==> config.mk <==
export PLATFORM = sky130hd
export DESIGN_NAME = ppm_receiver_with_arming
export DESIGN_NICKNAME = d
export VERILOG_FILES = /design/src/hdl/ppmr_pkg.sv /design/src/hdl/ppmr_div.sv /design/src/hdl/ppm_receiver_with_arming.sv
export SDC_FILE = /design/constraint.sdc
export NUM_CORES = 2
export LEC_CHECK = 0
export BUFFER_PORTS_ARGS = -buffer_cell sky130_fd_sc_hd__buf_2
export CAP_MARGIN = 15
export CORE_ASPECT_RATIO = 0.6
export CORE_MARGIN = 8
export CORE_UTILIZATION = 40
export CTS_CLUSTER_DIAMETER = 40
export DETAILED_ROUTE_END_ITERATION = 7
export GPL_TIMING_DRIVEN = 0
export PLACE_DENSITY_LB_ADDON = 0.3
export SLEW_MARGIN = 30
export SYNTH_ARGS = -nofsm -noshare
export SYNTH_HDL_FRONTEND = slang
export SYNTH_SLANG_ARGS = --single-unit
==> constraint.sdc <==
create_clock -name clk_i -period 18.9 [get_ports clk_i]
set_input_delay 0.945 -clock clk_i [delete_from_list [all_inputs] [get_ports clk_i]]
set_output_delay 0.945 -clock clk_i [all_outputs]
set_load 0.05 [all_outputs]
==> src/hdl/ppmr_pkg.sv <==
// Shared types and constants for the PPM receiver.
package ppmr_pkg;

  localparam logic [31:0] SyncGapUs = 32'd2050;
  localparam logic [31:0] GlitchUs  = 32'd450;
  localparam logic [15:0] AuxTop    = 16'd100;

  typedef enum logic [2:0] {
    REG_STICK_MIN    = 3'd0,
    REG_STICK_MAX    = 3'd1,
    REG_ARM_TOL      = 3'd2,
    REG_LINK_TIMEOUT = 3'd3,
    REG_ARM_HOLD     = 3'd4,
    REG_MAX_TILT     = 3'd5,
    REG_THR_LIMIT    = 3'd6,
    REG_MAX_YAW      = 3'd7
  } reg_idx_e;

  // Request from sequencer to the serial divider.
  typedef struct packed {
    logic        start;
    logic [29:0] dividend;
    logic [11:0] divisor;
  } div_req_t;

  typedef struct packed {
    logic        done;
    logic [29:0] quotient;
  } div_rsp_t;

endpackage

==> src/hdl/ppmr_div.sv <==
// Restoring divider, one quotient bit per cycle.
module ppmr_div
  import ppmr_pkg::*;
(
  input  logic     clk_i,
  input  logic     rst_ni,
  input  div_req_t req_i,
  output div_rsp_t rsp_o
);

  logic [29:0] quo_q, quo_d;
  logic [12:0] rem_q, rem_d;
  logic [11:0] dsr_q, dsr_d;
  logic [4:0]  cnt_q, cnt_d;
  logic        busy_q, busy_d;
  logic        done_q, done_d;
  logic [12:0] trial;

  // Load a new request, or shift one dividend bit into the partial remainder and try a subtract.
  always_comb begin
    quo_d  = quo_q;
    rem_d  = rem_q;
    dsr_d  = dsr_q;
    cnt_d  = cnt_q;
    busy_d = busy_q;
    done_d = 1'b0;
    trial  = {rem_q[11:0], quo_q[29]};
    if (req_i.start) begin
      quo_d  = req_i.dividend;
      rem_d  = '0;
      dsr_d  = req_i.divisor;
      cnt_d  = 5'd29;
      busy_d = 1'b1;
    end else if (busy_q) begin
      if (trial >= {1'b0, dsr_q}) begin
        rem_d = trial - {1'b0, dsr_q};
        quo_d = {quo_q[28:0], 1'b1};
      end else begin
        rem_d = trial;
        quo_d = {quo_q[28:0], 1'b0};
      end
      if (cnt_q == 5'd0) begin
        busy_d = 1'b0;
        done_d = 1'b1;
      end else begin
        cnt_d = cnt_q - 5'd1;
      end
    end
  end

  always_ff @(posedge clk_i or negedge rst_ni) begin
    if (!rst_ni) begin
      busy_q <= 1'b0;
      done_q <= 1'b0;
      cnt_q  <= '0;
    end else begin
      busy_q <= busy_d;
      done_q <= done_d;
      cnt_q  <= cnt_d;
    end
  end

  always_ff @(posedge clk_i) begin
    quo_q <= quo_d;
    rem_q <= rem_d;
    dsr_q <= dsr_d;
  end

  assign rsp_o.done     = done_q;
  assign rsp_o.quotient = quo_q;

endmodule

==> src/hdl/ppm_receiver_with_arming.sv <==
// Top level of the PPM receiver with stick-gesture arming.
// A pulse edge is accepted in the idle state and applied in the edge update
// state. A poll maps six channels one after another through a shared restoring
// divider that retires one quotient bit per cycle. Each channel forms the
// dividend, starts the divider, runs the divide and captures the quotient; the
// arming step follows the last channel, and with an empty stick span the divider
// is skipped. A failsafe poll goes straight to the output state.
// One item is worked on at a time; the result sits in an output register while
// the next item may be accepted, and a poll only starts mapping once the
// previous result has left.
module ppm_receiver_with_arming
  import ppmr_pkg::*;
#(
  parameter int CHANNELS = 8
) (
  input  logic        clk_i,
  input  logic        rst_ni,
  input  logic        in_valid_i,
  output logic        in_stall_o,
  input  logic        opcode_i,
  input  logic [31:0] time_us_i,
  input  logic [31:0] time_ms_i,
  input  logic        cfg_valid_i,
  output logic        cfg_ready_o,
  input  logic [2:0]  cfg_index_i,
  input  logic [15:0] cfg_data_i,
  output logic        out_valid_o,
  input  logic        out_stall_i,
  output logic        link_error_o,
  output logic signed [15:0] roll_cmd_o,
  output logic signed [15:0] pitch_cmd_o,
  output logic [15:0] throttle_cmd_o,
  output logic signed [15:0] yaw_rate_cmd_o,
  output logic [6:0]  aux_one_o,
  output logic [6:0]  aux_two_o,
  output logic        armed_flag_o
);

  localparam int IdxW = $clog2(CHANNELS);

  typedef enum logic [2:0] {
    ST_IDLE, ST_EDGE, ST_POLL, ST_DIV, ST_WAIT, ST_ARM, ST_OUT
  } state_e;

  // Configuration registers.
  logic [11:0] stick_min_q, stick_max_q, max_tilt_q;
  logic [9:0]  arm_tol_q;
  logic [15:0] link_to_q, arm_hold_q, thr_lim_q;
  logic [13:0] max_yaw_q;

  always_ff @(posedge clk_i or negedge rst_ni) begin
    if (!rst_ni) begin
      stick_min_q <= 12'd1000;
      stick_max_q <= 12'd2000;
      arm_tol_q   <= 10'd50;
      link_to_q   <= 16'd500;
      arm_hold_q  <= 16'd1000;
      max_tilt_q  <= 12'd480;
      thr_lim_q   <= 16'd16000;
      max_yaw_q   <= 14'd2880;
    end else if (cfg_valid_i) begin
      case (reg_idx_e'(cfg_index_i))
        REG_STICK_MIN:    stick_min_q <= cfg_data_i[11:0];
        REG_STICK_MAX:    stick_max_q <= cfg_data_i[11:0];
        REG_ARM_TOL:      arm_tol_q   <= cfg_data_i[9:0];
        REG_LINK_TIMEOUT: link_to_q   <= cfg_data_i;
        REG_ARM_HOLD:     arm_hold_q  <= cfg_data_i;
        REG_MAX_TILT:     max_tilt_q  <= cfg_data_i[11:0];
        REG_THR_LIMIT:    thr_lim_q   <= cfg_data_i;
        REG_MAX_YAW:      max_yaw_q   <= cfg_data_i[13:0];
        default: ;
      endcase
    end
  end
  assign cfg_ready_o = 1'b1;

  // Decoder and arming state.
  state_e      state_q;
  logic [11:0] width_q [CHANNELS];
  logic [31:0] pstart_q, lframe_q, gstart_q, tus_q, tms_q;
  logic [IdxW-1:0] chan_q;
  logic        lfail_q, armed_q;
  logic [1:0]  phase_q;
  logic [2:0]  map_q;
  logic [15:0] res_q [6];
  logic        ov_q, lerr_q, aflag_q;
  logic [29:0] prod_q;
  logic        neg_q;

  div_req_t dreq;
  div_rsp_t drsp;
  ppmr_div u_div (.clk_i, .rst_ni, .req_i(dreq), .rsp_o(drsp));

  logic [31:0] dus, dms;
  logic [11:0] span, wraw, wcl, off;
  logic        span_ok;
  logic [15:0] mtop;
  logic        symm;
  logic [12:0] ad2, ad3lo, ad3hi;
  logic        low_w, arm_g, dis_g;

  assign dus = tus_q - pstart_q;
  assign dms = tms_q - lframe_q;
  assign span = stick_max_q - stick_min_q;
  assign span_ok = stick_max_q > stick_min_q;

  // Select the channel and scale for the current mapping step.
  always_comb begin
    wraw = 12'd0;
    if (32'(map_q) < CHANNELS) wraw = width_q[IdxW'(map_q)];
    wcl = (wraw < stick_min_q) ? stick_min_q :
          (wraw > stick_max_q) ? stick_max_q : wraw;
    off = wcl - stick_min_q;
    case (map_q)
      3'd0, 3'd1: begin mtop = {4'd0, max_tilt_q}; symm = 1'b1; end
      3'd2:       begin mtop = thr_lim_q;          symm = 1'b0; end
      3'd3:       begin mtop = {2'd0, max_yaw_q};  symm = 1'b1; end
      default:    begin mtop = AuxTop;             symm = 1'b0; end
    endcase
  end

  // Gesture detection on raw widths.
  function automatic logic [12:0] adist(logic [11:0] a, logic [11:0] b);
    return (a >= b) ? {1'b0, a - b} : {1'b0, b - a};
  endfunction
  assign ad2   = adist(width_q[2], stick_min_q);
  assign ad3lo = adist(width_q[3], stick_min_q);
  assign ad3hi = adist(width_q[3], stick_max_q);
  assign low_w = ad2 < {3'd0, arm_tol_q};
  assign arm_g = low_w && ad3hi < {3'd0, arm_tol_q};
  assign dis_g = low_w && ad3lo < {3'd0, arm_tol_q};

  logic in_acc;
  assign in_stall_o = (state_q != ST_IDLE);
  assign in_acc = in_valid_i && !in_stall_o;

  always_comb begin
    dreq.start    = (state_q == ST_DIV);
    dreq.dividend = prod_q;
    dreq.divisor  = span;
  end

  // Sequencer: hold state, step mapping, drive the result register.
  always_ff @(posedge clk_i or negedge rst_ni) begin
    if (!rst_ni) begin
      state_q  <= ST_IDLE;
      for (int i = 0; i < CHANNELS; i++) width_q[i] <= '0;
      pstart_q <= '0; lframe_q <= '0; gstart_q <= '0;
      chan_q   <= '0; lfail_q <= 1'b0; armed_q <= 1'b0; phase_q <= '0;
      ov_q     <= 1'b0; map_q <= '0;
    end else begin
      if (ov_q && !out_stall_i) ov_q <= 1'b0;
      case (state_q)
        ST_IDLE: if (in_acc) begin
          tus_q <= time_us_i;
          tms_q <= time_ms_i;
          state_q <= opcode_i ? ST_POLL : ST_EDGE;
        end
        ST_EDGE: begin
          lfail_q  <= dms >= {16'd0, link_to_q};
          pstart_q <= tus_q;
          state_q  <= ST_IDLE;
          if (dus > SyncGapUs) begin
            chan_q <= '0;
          end else if (dus >= GlitchUs) begin
            width_q[chan_q] <= dus[11:0];
            if (32'(chan_q) >= CHANNELS - 1) begin
              lframe_q <= tms_q;
              chan_q   <= '0;
            end else begin
              chan_q <= chan_q + 1'b1;
            end
          end
        end
        ST_POLL: begin
          // Hold until the previous result has left the output register.
          if (!ov_q || !out_stall_i) begin
            map_q <= '0;
            if (lfail_q || dms > {16'd0, link_to_q}) begin
              lerr_q <= 1'b1; aflag_q <= 1'b0;
              for (int i = 0; i < 6; i++) res_q[i] <= '0;
              state_q <= ST_OUT;
            end else begin
              lerr_q <= 1'b0;
              state_q <= ST_WAIT;
              prod_q <= '0;
            end
          end
        end
        ST_WAIT: begin
          // Registered dividend (one multiply); an empty span sets the result.
          if (!span_ok) begin
            res_q[map_q] <= symm ? 16'(-mtop) : 16'd0;
            if (map_q == 3'd5) state_q <= ST_ARM;
            map_q <= map_q + 3'd1;
          end else begin
            if (symm) begin
              if ({off, 1'b0} >= {1'b0, span}) begin
                neg_q  <= 1'b0;
                prod_q <= 30'(({1'b0, off, 1'b0} - {1'b0, span}) * {12'd0, mtop[13:0]});
              end else begin
                neg_q  <= 1'b1;
                prod_q <= 30'(({1'b0, span} - {1'b0, off, 1'b0}) * {12'd0, mtop[13:0]});
              end
            end else begin
              neg_q  <= 1'b0;
              prod_q <= 30'({18'd0, off} * {14'd0, mtop});
            end
            state_q <= ST_DIV;
          end
        end
        ST_DIV: state_q <= ST_OUT;
        ST_OUT: begin
          if (lerr_q) begin
            if (!ov_q || !out_stall_i) begin
              ov_q <= 1'b1; state_q <= ST_IDLE;
            end
          end else if (map_q == 3'd6) begin
            if (!ov_q || !out_stall_i) begin
              ov_q <= 1'b1; state_q <= ST_IDLE;
            end
          end else if (drsp.done) begin
            res_q[map_q] <= neg_q ? 16'(-drsp.quotient[15:0]) : drsp.quotient[15:0];
            map_q   <= map_q + 3'd1;
            state_q <= (map_q == 3'd5) ? ST_ARM : ST_WAIT;
          end
        end
        ST_ARM: begin
          if (arm_g && !armed_q) begin
            if (phase_q != 2'd1) begin
              gstart_q <= tms_q; phase_q <= 2'd1;
            end else if (tms_q - gstart_q >= {16'd0, arm_hold_q}) begin
              armed_q <= 1'b1;
            end
            aflag_q <= (phase_q == 2'd1 && tms_q - gstart_q >= {16'd0, arm_hold_q})
                       ? 1'b1 : armed_q;
          end else if (dis_g && armed_q) begin
            if (phase_q != 2'd2) begin
              gstart_q <= tms_q; phase_q <= 2'd2;
            end else if (tms_q - gstart_q >= {16'd0, arm_hold_q}) begin
              armed_q <= 1'b0;
            end
            aflag_q <= (phase_q == 2'd2 && tms_q - gstart_q >= {16'd0, arm_hold_q})
                       ? 1'b0 : armed_q;
          end else begin
            phase_q <= 2'd0;
            aflag_q <= armed_q;
          end
          map_q   <= 3'd6;
          state_q <= ST_OUT;
        end
        default: state_q <= ST_IDLE;
      endcase
    end
  end

  assign out_valid_o    = ov_q;
  assign link_error_o   = lerr_q;
  assign roll_cmd_o     = res_q[0];
  assign pitch_cmd_o    = res_q[1];
  assign throttle_cmd_o = res_q[2];
  assign yaw_rate_cmd_o = res_q[3];
  assign aux_one_o      = res_q[4][6:0];
  assign aux_two_o      = res_q[5][6:0];
  assign armed_flag_o   = aflag_q;

endmodule

==> impl_results.html <==
<table>
<tr><th>Metric</th><th>Value</th></tr>
<tr><th colspan="2">Worst setup path</th></tr>
<tr><td>Kind of start point of the critical path</td><td>register</td></tr>
<tr><td>Crit end category</td><td>register</td></tr>
<tr><td>CP Data Arrival Time</td><td>18.63 ns</td></tr>
<tr><td>Delay of the slowest cell on the worst path</td><td>0.82 ns</td></tr>
<tr><td>Largest fanout of any net on the critical path</td><td>10</td></tr>
<tr><td>Crit path top cell by count</td><td>fa_1</td></tr>
<tr><td>FF-to-FF setup slack</td><td>0.67 ns</td></tr>
<tr><td>Worst EP required</td><td>19.29 ns</td></tr>
<tr><td>Crit-path leading delay family</td><td>compound AO/OA/AOI/OAI gates</td></tr>
<tr><td>Master of the slowest instance on the critical path</td><td>xor2_1</td></tr>
<tr><td>Category of the most critical setup path</td><td>register to register</td></tr>
<tr><td>Number of buffer and inverter stages on the critical path</td><td>10</td></tr>
<tr><th colspan="2">Floorplanning</th></tr>
<tr><td>Die height</td><td>303.0 um</td></tr>
<tr><td>Initial cell density of the core</td><td>0.4022</td></tr>
<tr><td>Width of the die</td><td>494.3 um</td></tr>
<tr><td>Core region area</td><td>136,500 um^2</td></tr>
<tr><td>Rows</td><td>105</td></tr>
<tr><td>Area of the die</td><td>between 100,000 and 150,000 um^2</td></tr>
<tr><td>Ports</td><td>172</td></tr>
<tr><th colspan="2">Synth</th></tr>
<tr><td>Average cell area after synthesis</td><td>9.364 um^2</td></tr>
<tr><td>Yosys top cell area share</td><td>0.1601</td></tr>
<tr><td>Main synth FF type</td><td>dfrtp_1</td></tr>
<tr><td>Async set-reset flop share out of synthesis</td><td>0.5847</td></tr>
<tr><td>Area contributors post-synth</td><td>fa_1 (16%), ha_1 (14%), dfrtp_1 (13%)</td></tr>
<tr><td>Cell with the most instances after synthesis</td><td>inv_1</td></tr>
<tr><td>Synth Cell Area</td><td>54,900 um^2</td></tr>
<tr><td>Number of unique standard cell types used by synthesis</td><td>95</td></tr>
<tr><td>Proportion of synthesized chip area in sequential cells</td><td>0.2698</td></tr>
<tr><td>Post-synthesis instance total</td><td>5,863</td></tr>
<tr><td>Commonest cells in the netlist</td><td>inv_1 (809), nand2_1 (776), ha_1 (593), fa_1 (439), nor2_1 (427)</td></tr>
<tr><td>Total nets after synthesis</td><td>between 6,000 and 7,000</td></tr>
<tr><td>EDFF count, synth</td><td>216</td></tr>
<tr><td>Register bit total from synthesis</td><td>549</td></tr>
<tr><td>Library cell with the largest summed area after synthesis</td><td>fa_1</td></tr>
<tr><td>Count of yosys warnings during synthesis</td><td>0</td></tr>
<tr><th colspan="2">Clock network</th></tr>
<tr><td>Insertion delay of the later-clocked pin in the worst-skew pair</td><td>around 0.68 ns</td></tr>
<tr><td>Root Driver</td><td>clkbuf_16</td></tr>
<tr><td>Maximum count of clock buffers along a single path</td><td>3</td></tr>
<tr><td># H-tree levels</td><td>2</td></tr>
<tr><td>CTS sink cnt</td><td>549</td></tr>
<tr><td>Clock tree from TritonCTS</td><td>done</td></tr>
<tr><td>Count of buffers added by post-CTS timing repair for setup</td><td>0</td></tr>
<tr><td>Clock Pin Slew Worst Setup and Hold Paths</td><td>0.08 ns</td></tr>
<tr><td>Clock buffers created by TritonCTS</td><td>54</td></tr>
<tr><th colspan="2">Drt</th></tr>
<tr><td>Number of routed nets with antenna violations</td><td>0</td></tr>
<tr><td>Detailed Route Iter0 Violations</td><td>5,024</td></tr>
<tr><td>DR pass1 iterations</td><td>6</td></tr>
<tr><td>Vias per Instance</td><td>roughly 5.6</td></tr>
<tr><td>Vias after detailed routing</td><td>44,720</td></tr>
<tr><td>Drt total wl</td><td>between 150 and 200 mm</td></tr>
<tr><td>Routed len/inst</td><td>between 20 and 25 um</td></tr>
<tr><td>Number of remaining DRC errors</td><td>0</td></tr>
<tr><th colspan="2">STA</th></tr>
<tr><td>Minimum period implied by the final worst setup slack</td><td>18.23 ns</td></tr>
<tr><td>Count of final max-slew check failures</td><td>0</td></tr>
<tr><td>Unrepaired setup endpoints after global routing</td><td>false</td></tr>
<tr><td>Slew headroom</td><td>0.2314</td></tr>
<tr><td>Count of endpoints failing setup in the final report</td><td>0</td></tr>
<tr><td>Ratio of final minimum period to clock period</td><td>0.9648</td></tr>
<tr><td>Final Hold Viols</td><td>0</td></tr>
<tr><td>Clk_skew</td><td>roughly 0.065 ns</td></tr>
<tr><td>Worst hold slack</td><td>0.1221 ns</td></tr>
<tr><td>Peak clock frequency supported by timing</td><td>54.84 MHz</td></tr>
<tr><td>Actual transition at the worst max-transition pin</td><td>around 1.1 ns</td></tr>
<tr><th colspan="2">Place</th></tr>
<tr><td>Placed cell count</td><td>7,863</td></tr>
<tr><td>HPWL after DPL</td><td>154.3 mm</td></tr>
<tr><td>DP Area</td><td>between 50,000 and 60,000 um^2</td></tr>
<tr><td>Global placement routability congestion</td><td>about 1.0</td></tr>
<tr><td>Number of port buffers</td><td>168</td></tr>
<tr><th colspan="2">Layout</th></tr>
<tr><td>Share of layout cells above drive strength 1</td><td>0.1005</td></tr>
<tr><td>Number of nets in the layout</td><td>between 7,000 and 8,000</td></tr>
<tr><td>Area Overhead vs Synth</td><td>10.12%</td></tr>
<tr><td>Number of non-filler instances in the completed layout</td><td>7,971</td></tr>
<tr><td>Filler cells</td><td>13,200</td></tr>
<tr><td>Non-Filler Cell Area, Final</td><td>60,460 um^2</td></tr>
<tr><th colspan="2">Global routing</th></tr>
<tr><td>Number of global-route vias before repair</td><td>42,080</td></tr>
<tr><td>Largest net degree at the start of global routing</td><td>between 80 and 90</td></tr>
<tr><td>Number of antenna violations at the first check in global routing</td><td>9</td></tr>
<tr><td>GRT Residual Overflow</td><td>0</td></tr>
<tr><td>First-pass GRT wire length</td><td>276.2 mm</td></tr>
<tr><td>Overall Global Routing Usage</td><td>0.2440</td></tr>
<tr><th colspan="2">Job</th></tr>
<tr><td>Max Cap Violations</td><td>0</td></tr>
<tr><th colspan="2">Min path</th></tr>
<tr><td>HP Class</td><td>input port to async pin</td></tr>
<tr><th colspan="2">Run status</th></tr>
<tr><td>Run status</td><td>completed</td></tr>
</table>
-- placed cells by master (no fill, tap or decap), types with 48 or more instances in the layout --
cell and count:
ha_1 593, edfxtp_1 216, a21o_1 137, o21ai_0 256, clkbuf_1 179, mux2_1 62
nand2_1 776, nand4_1 48, nor2_1 423, nor3_1 63, xnor2_1 164, xor2_1 61
a21oi_1 243, mux2_2 161, nand3_1 57, buf_2 179, fa_1 439, clkbuf_16 54
and2_1 53, mux2i_1 67, inv_1 809, dfrtp_1 280
-- final cells by class --
type | instances | area [um^2] | area share
Multi-Input combinational cell | 4271 | 36350 | 0.6013
Sequential cell | 549 | 14810 | 0.2450
Inverter | 812 | 3052 | 0.05048
Tap cell | 1819 | 2276 | 0.03764
Clock buffer | 61 | 1388 | 0.02295
Timing Repair Buffer | 183 | 1134 | 0.01875
Buffer | 231 | 974.7 | 0.01612
Clock inverter | 41 | 462.9 | 0.007657
Antenna cell | 4 | 10.01 | 0.0001656
-- metal layers --
layer | track usage | vias to the layer above | part of all wire
li1 | - | 20180 | -
met1 | 0.3886 | 22040 | 0.48
met2 | 0.2927 | 2303 | 0.35
met3 | 0.1140 | 202 | 0.15
met4 | 0.03607 | 2 | 0.014
met5 | 0 | - | 0.000074
-- what timing repair did --
action / 4_1_cts / 5_1_grt
hold buffers: 0 / 0
resized for setup: 0 / 6
setup endpoints to repair: 0 / 4
-- final timing paths --
path / cells past startpoint / endpoint / start
max reg2reg: 51 / prod_q[27] / map_q[2]
max in group asynchronous: 5 / arm_tol_q[4] / rst_ni
min reg2reg: 1 / armed_q / phase_q[1]
min: 1 / u_div.cnt_q[1] / rst_ni
min in group clk_i: 1 / armed_q / phase_q[1]
max: 51 / prod_q[27] / map_q[2]
-- through the flow --
| stage | worst slack, ns | util | TNS, ns |
|---|---|---|---|
| after floorplan | 5.383 | - | 0 |
| after global placement | -0.3647 | 0.4250 | -0.3848 |
| after detailed placement | 0.07484 | 0.4284 | 0 |
| after CTS | 0.01739 | 0.4420 | 0 |
| after global routing | 0.1293 | 0.4429 | 0 |
| final | 0.6660 | 0.4429 | 0 |
-- sequential cells by signal (all words and copies together) (netlist names), 16 cells and up --
| signal | flops |
|---|---|
| tus_q | 32 |
| arm_hold_q | 16 |
| u_div.quo_q | 30 |
| res_q | 78 |
| gstart_q | 32 |
| lframe_q | 32 |
| tms_q | 32 |
| pstart_q | 32 |
| thr_lim_q | 16 |
| prod_q | 29 |
| link_to_q | 16 |
| width_q | 96 |
-- cells by family (layout without fill, tap and decap cells) --
group                      Yosys count  after routing  share of synthesized area
buffers and inverters             1043           1328                    0.07265
muxes                              314            314                    0.06780
DFF                                549            549                     0.2698
AOI/OAI and AO/OA                 1010           1010                     0.1184
and+or+nand+nor                   1676           1676                     0.1381
other                                1              5                 0.00006830
xor gates and xnor gates           238            238                    0.03797
adders and majority gates         1032           1032                     0.2952
Power is left out: the tool's default activity adds up to more than one toggle a clock period on the data nets, which glitch-free logic cannot reach.
